## config.mk

```make
export PLATFORM = sky130hd
export DESIGN_NAME = pdh_ctrl
export DESIGN_NICKNAME = d
export VERILOG_FILES = /design/src/rtl/pdh_pkg.sv /design/src/rtl/pdh_ctrl.sv
export SDC_FILE = /design/constraint.sdc
export NUM_CORES = 1
export LEC_CHECK = 0
export ABC_AREA = 1
export BUFFER_PORTS_ARGS = -buffer_cell sky130_fd_sc_hd__buf_4
export CORE_AREA = 2 2 39 41
export CTS_CLUSTER_DIAMETER = 30
export CTS_CLUSTER_SIZE = 20
export DETAILED_ROUTE_END_ITERATION = 6
export DIE_AREA = 0 0 41 43
export SYNTH_ARGS = -nofsm -noshare
export SYNTH_HDL_FRONTEND = slang
export SYNTH_SLANG_ARGS = --single-unit
```

## constraint.sdc

```tcl
create_clock -name clk -period 0.98 [get_ports clk]
set_input_delay 0.196 -clock clk [delete_from_list [all_inputs] [get_ports clk]]
set_output_delay 0.196 -clock clk [all_outputs]
set_load 0.005 [all_outputs]
```

## src/rtl/pdh_pkg.sv

```systemverilog
// Shared constants, types and codes for the particle density histogrammer.
package pdh_pkg;

  localparam int Z_BINS     = 256;
  localparam int XY_BINS    = 64;
  localparam int COUNT_BITS = 32;

  localparam int ZB_W       = $clog2(Z_BINS);
  localparam int XYB_W      = $clog2(XY_BINS);
  localparam int SLAB_DEPTH = 4 * XY_BINS * XY_BINS;
  localparam int SA_W       = $clog2(SLAB_DEPTH);
  localparam int CLR_DEPTH  = (SLAB_DEPTH > Z_BINS) ? SLAB_DEPTH : Z_BINS;
  localparam int CLR_W      = $clog2(CLR_DEPTH);

  typedef logic [ZB_W-1:0]       zbin_t;
  typedef logic [XYB_W-1:0]      xybin_t;
  typedef logic [SA_W-1:0]       saddr_t;
  typedef logic [CLR_W-1:0]      clr_t;
  typedef logic [COUNT_BITS-1:0] count_t;

  localparam count_t COUNT_MAX = '1;

  // Band offsets around the walls, Q16.16 in the 35-bit compare width.
  localparam logic signed [34:0] ONE_Q   = 35'sd65536;
  localparam logic signed [34:0] THREE_Q = 35'sd196608;
  localparam logic signed [34:0] FIVE_Q  = 35'sd327680;

  localparam logic [1:0] SLAB_INNER = 2'd0;
  localparam logic [1:0] SLAB_NEAR  = 2'd1;
  localparam logic [1:0] SLAB_MID   = 2'd2;
  localparam logic [1:0] SLAB_OUTER = 2'd3;

  localparam logic [2:0] TBL_Z         = 3'd0;
  localparam logic [2:0] TBL_SLAB_LAST = 3'd4;

  localparam logic OP_SAMPLE = 1'b0;
  localparam logic OP_READ   = 1'b1;

  typedef enum logic [1:0] {
    ST_COUNTED = 2'd0,
    ST_SKIPPED = 2'd1,
    ST_RANGE   = 2'd2,
    ST_READ    = 2'd3
  } status_t;

  typedef enum logic [2:0] {
    REG_INV_Z     = 3'd0,
    REG_INV_XY    = 3'd1,
    REG_LOWER     = 3'd2,
    REG_GAP       = 3'd3,
    REG_FIRST     = 3'd4,
    REG_MOBILE    = 3'd5,
    REG_ENABLE_Z  = 3'd6,
    REG_ENABLE_XY = 3'd7
  } reg_idx_t;

  typedef enum logic [1:0] {
    MUL_Z = 2'd0,
    MUL_X = 2'd1,
    MUL_Y = 2'd2
  } mul_sel_t;

  typedef struct packed {
    logic [31:0] inv_width_z;
    logic [31:0] inv_width_xy;
    logic [31:0] lower_wall;
    logic [30:0] wall_gap;
    logic [15:0] first_counted;
    logic [15:0] mobile_count;
    logic        enable_z;
    logic        enable_xy;
  } cfg_t;

  typedef struct packed {
    logic     clear;
    logic     accept;
    logic     mul_en;
    mul_sel_t mul_sel;
    logic     finish;
  } dp_cmd_t;

  typedef struct packed {
    logic clear_last;
    logic is_read;
    logic counted;
  } dp_stat_t;

endpackage

```

## src/rtl/pdh_ctrl.sv

```systemverilog
// Sequencing state machine of the particle density histogrammer.
module pdh_ctrl (
  input  logic              clk,
  input  logic              rst,
  input  logic              start,
  input  pdh_pkg::dp_stat_t stat,
  output pdh_pkg::dp_cmd_t  cmd,
  output logic              busy
);

  typedef enum logic [2:0] {
    S_CLEAR,
    S_IDLE,
    S_MZ,
    S_MX,
    S_MY,
    S_ADDR,
    S_UPD
  } state_t;

  state_t state;
  state_t state_next;

  always_ff @(posedge clk) begin
    if (rst) begin
      state <= S_CLEAR;
    end else begin
      state <= state_next;
    end
  end

  always_comb begin
    state_next = state;
    unique case (state)
      S_CLEAR: begin
        if (stat.clear_last) state_next = S_IDLE;
      end
      S_IDLE: begin
        if (start) begin
          if (stat.is_read) begin
            state_next = S_ADDR;
          end else if (stat.counted) begin
            state_next = S_MZ;
          end else begin
            state_next = S_UPD;
          end
        end
      end
      S_MZ:   state_next = S_MX;
      S_MX:   state_next = S_MY;
      S_MY:   state_next = S_ADDR;
      S_ADDR: state_next = S_UPD;
      S_UPD:  state_next = S_IDLE;
      default: state_next = S_CLEAR;
    endcase
  end

  always_comb begin
    cmd.clear   = (state == S_CLEAR);
    cmd.accept  = (state == S_IDLE) && start;
    cmd.mul_en  = (state == S_MZ) || (state == S_MX) || (state == S_MY);
    cmd.finish  = (state == S_UPD);
    unique case (state)
      S_MX:    cmd.mul_sel = pdh_pkg::MUL_X;
      S_MY:    cmd.mul_sel = pdh_pkg::MUL_Y;
      default: cmd.mul_sel = pdh_pkg::MUL_Z;
    endcase
  end

  assign busy = (state != S_IDLE);

endmodule

```

== Word level (Yosys, flattened, before mapping) ==
Index checks and enable logic that the tools add are counted.

* Output and inout bits: 7
* Bits of input ports: 6
* Register bits: 3
* Word-level logic and storage cells: 21

* Reduce and logical (&&, ||, !) cells: 5
* Equal/unequal tests: 9
* Multiplexer cells: 6

{| class="wikitable"
|+ Operator list
! operator !! number
|-
| 3-bit case mux with 7 select lines || 1
|-
| 3-bit two-way mux || 4
|-
| 3-bit equality test (second input constant) || 3
|-
| 3-bit by 2-bit equality test with 1-bit output (second input constant) || 2
|-
| 2-bit != test (second input constant) || 2
|-
| 2-bit case mux with 2 select lines || 1
|-
| 3-bit by 1-bit equality test with 1-bit output (second input constant) || 1
|-
| 3-bit logical NOT || 1
|-
| 3-bit by 1-bit != test with 1-bit output (second input constant) || 1
|-
| 1-bit logical OR || 2
|-
| 2-bit AND reduction || 1
|-
| 1-bit logical AND || 1
|}

== Longest topological paths before layout ==
* Word-level depth: 4
* Depth in mapped cells: 6
* Mapped depth without buffers: 6

== Least setup slack after synthesis ==
No wires, ideal clock.

* Path kind: register to output
* Start: register state[1]
* End: output cmd[3] (netlist bit)
* Arrival time: 824 ps
* Required time: 784 ps
* Buffers on the path: 0
* Setup slack: -40 ps
* Stages on the path, launching flop included: 6
* Cells stage by stage: dfxtp_1 -> nor2_1 -> inv_1 -> nor2_1 -> nor2_1 -> nand2_1

{| class="wikitable"
|+ RTL lines
! what !! line !! RTL
|-
| from (decl) || pdh_ctrl.sv:21 || <nowiki>state_t state;</nowiki>
|-
| from (signal assigned) || pdh_ctrl.sv:28 || <nowiki>state <= state_next;</nowiki>
|-
| to (decl) || pdh_ctrl.sv:7 || <nowiki>output pdh_pkg::dp_cmd_t cmd,</nowiki>
|}

==> impl_results.md <==
* Outcome: finished, violations left
* Failing checks: negative setup slack
* RD Place Congestion at 0.662
* Hold_ws at 0.113 ns
* CTS tree: done
* CP Class: reg2out
* FF-to-FF End: state[1]
* Mapped Cells at 42
* GR peak layer: met2
* Crit path DAT at 1.04 ns
* Clock sinks at 3
* Worst Tran Pin Value at 0.160 ns
* Beginning of the worst hold path: rst
* Antenna diodes at 0
* Post-DR wirelength/cell at 9.09 um
* Worst reg2reg startpoint: state[1]
* Setup WS post-layout at -0.253 ns
* Clk buf depth at 2
* DRT Wirelength at 736 um
* TritonCTS buffer count at 3
* Worst-case reg-to-reg path depth at 6
* Regs by FF count: state (3)
* Max-slew violations at 0
* RSZ-0062 raised after global routing: yes
* CP Launch Type: flop
* Grt met3 use at 3.14%
* Die height at 43 um
* Core Util, Final at 35.3%
* Vias in the first global route at 327
* Hold Crit Depth at 2
* Die Area at 1760 um2
* Fin crit period at 1.23 ns
* Vias at 325
* HPWL Detailed at 514 um
* H-tree levels at 1
* P per Cell Area at 2670 nW/um2
* Register name with the most flops: state
* Vias/cell at 4.01
* Critical path data required time at 0.78 ns
* Die Wd at 41 um
* DR iter-0 viols at 0
* Core area at 1380 um2
* Worst-path maximum fanout at 5
* Gr ovfl total at 0
* M1 GR Usage at 10.0%
* Synth unique cells at 13
* Initial Utilization at 18.1%
* Area Overhead vs Synth at 95.0%
* Leakage at 0.245 nW
* Multi-input gate area at 198 um2
* Crit end category: primary output
* Largest net degree at the start of global routing at 9
* Clk_skew at 0.00537 ns
* Synth Register Bits at 3
* 1st-pass router iterations at 1
* Worst Hold Class: in2reg
* Root buf cell: clkbuf_4
* PortBufs at 12
* Hold-fix buffers at CTS at 0
* Syn Area/Cell at 5.96 um2
* R2R setup slack at -0.02 ns
* Rows at 14
* GRT met2 Usage at 16.9%
* Clock slew at reported path FFs at 0.04 ns
* Setup TNS at -1.35 ns
* Worst skew pair latency at 0.23 ns
* Peak VDD IR at 0.000831 V
* Slew margin rel. at 89.2%
* YS warnings at 0
* Nets at 72
* # DRC at 0
* Setup violators final at 9
* Sequential area share after synthesis at 24.0%
* Max reg flops at 3
* F_max at 0.811 GHz
* Period utilization at 126%
* Remaining antenna violation count at 0
* I/O pin cnt at 13
* Fin. Hold Viols at 0
* Synth Net Count at 48
* Netlist Area Pre-Place at 250 um2
* Hold path endpoint: state[0]
* Initial antenna violation count at 0
* First-pass GRT wire length at 1210 um
* Reg area at 71.3 um2
* Max cap viols at 0
* GRT Util Overall at 10.4%
* Layout cell share with drive strength beyond 1 at 60.0%
* Filler Cells Inserted at 157
## Yosys cell counts
library cell   n  area share [%]
nor2_4         1             4.5
inv_2          3             4.5
nor3_1         1             2.0
nand3_1        2             4.0
inv_1          3             4.5
a21oi_1        1             2.0
nand2_2        1             2.5
nand3_2        3              12
dfxtp_1        3              24
nand3b_1       1             3.0
nor3_2         1             4.0
nand2_1        9              13
nor2_1        13              20
## per-stage QoR
| stage | total power [mW] | setup slack, ns | instance area [um2] | std cells |
|---|---|---|---|---|
| global placement | 0.913 | -0.0599 | 405 | 75 |
| global route | 1.42 | -0.306 | 488 | 81 |
| finish | 1.30 | -0.253 | 488 | 81 |
| CTS | 1.29 | -0.262 | 482 | 81 |
| floorplan | 0.601 | 0.0421 | 258 | 42 |
| detailed placement | 0.927 | -0.0800 | 405 | 75 |
## what timing repair did
action                                  CTS  global route
resized for setup                        11             2
endpoints found under the setup margin   10            10
hold endpoints to repair                  0             0
pin swaps                                 6             1
setup buffers                             3             0
## cell usage in the layout (no fill, tap or decap)
cell,count
inv_4,1
buf_4,19
nand3_4,1
nand2_2,1
nor2_1,10
clkbuf_4,3
nor3_4,1
dfxtp_4,3
inv_2,2
nand3_2,2
nand3b_1,1
nand2_1,9
clkbuf_1,1
a21oi_2,1
inv_6,1
nor2_2,2
inv_1,2
nor2_4,2
nand3_1,2
nor3_1,1
## cells by family after synthesis
logic type | share of synthesized area, %
DFF | 24.0
AOI/OAI and AO/OA | 2.00
buffers and inverters | 9.00
and+or+nand+nor | 65.0
## power by group
group	total, mW	leakage (nW)	internal, mW	switching [mW]
clock network	0.214	0.0150	0.152	0.0613
registers	0.278	0.0267	0.189	0.0890
logic	0.810	0.204	0.419	0.391
## critical path, stage by stage, from the launching register on
cell,delay [ns]
dfxtp_4,0.38
inv_4,0.06
nor3_4,0.16
nor2_1,0.05
nand2_1,0.05
buf_4,0.10
## layer usage
metal	up-vias	wire, um
li1	177	-
met1	140	295
met2	8	409
met3	0	31
met4	0	0
met5	-	0
## final cells by class
cell class                 count  share of cell area [%]
sequential                     3                    14.6
inverter                       6                    6.15
clock buffer                   4                    5.38
timing repair buffer          19                    29.2
multi-input combinational     33                    40.5
tap                           16                    4.10
## worst max-delay path by stage
| stage | from | endpoint | cells past startpoint |
|---|---|---|---|
| CTS | state[1] | cmd[3] | 5 |
| global route | state[0] | cmd[3] | 6 |
| finish | state[1] | cmd[3] | 5 |
| floorplan | state[2] | cmd[3] | 4 |
| global placement | state[2] | state[1] | 6 |
| detailed placement | state[2] | state[1] | 5 |
Note: power is estimated with default switching activity, not from simulation.
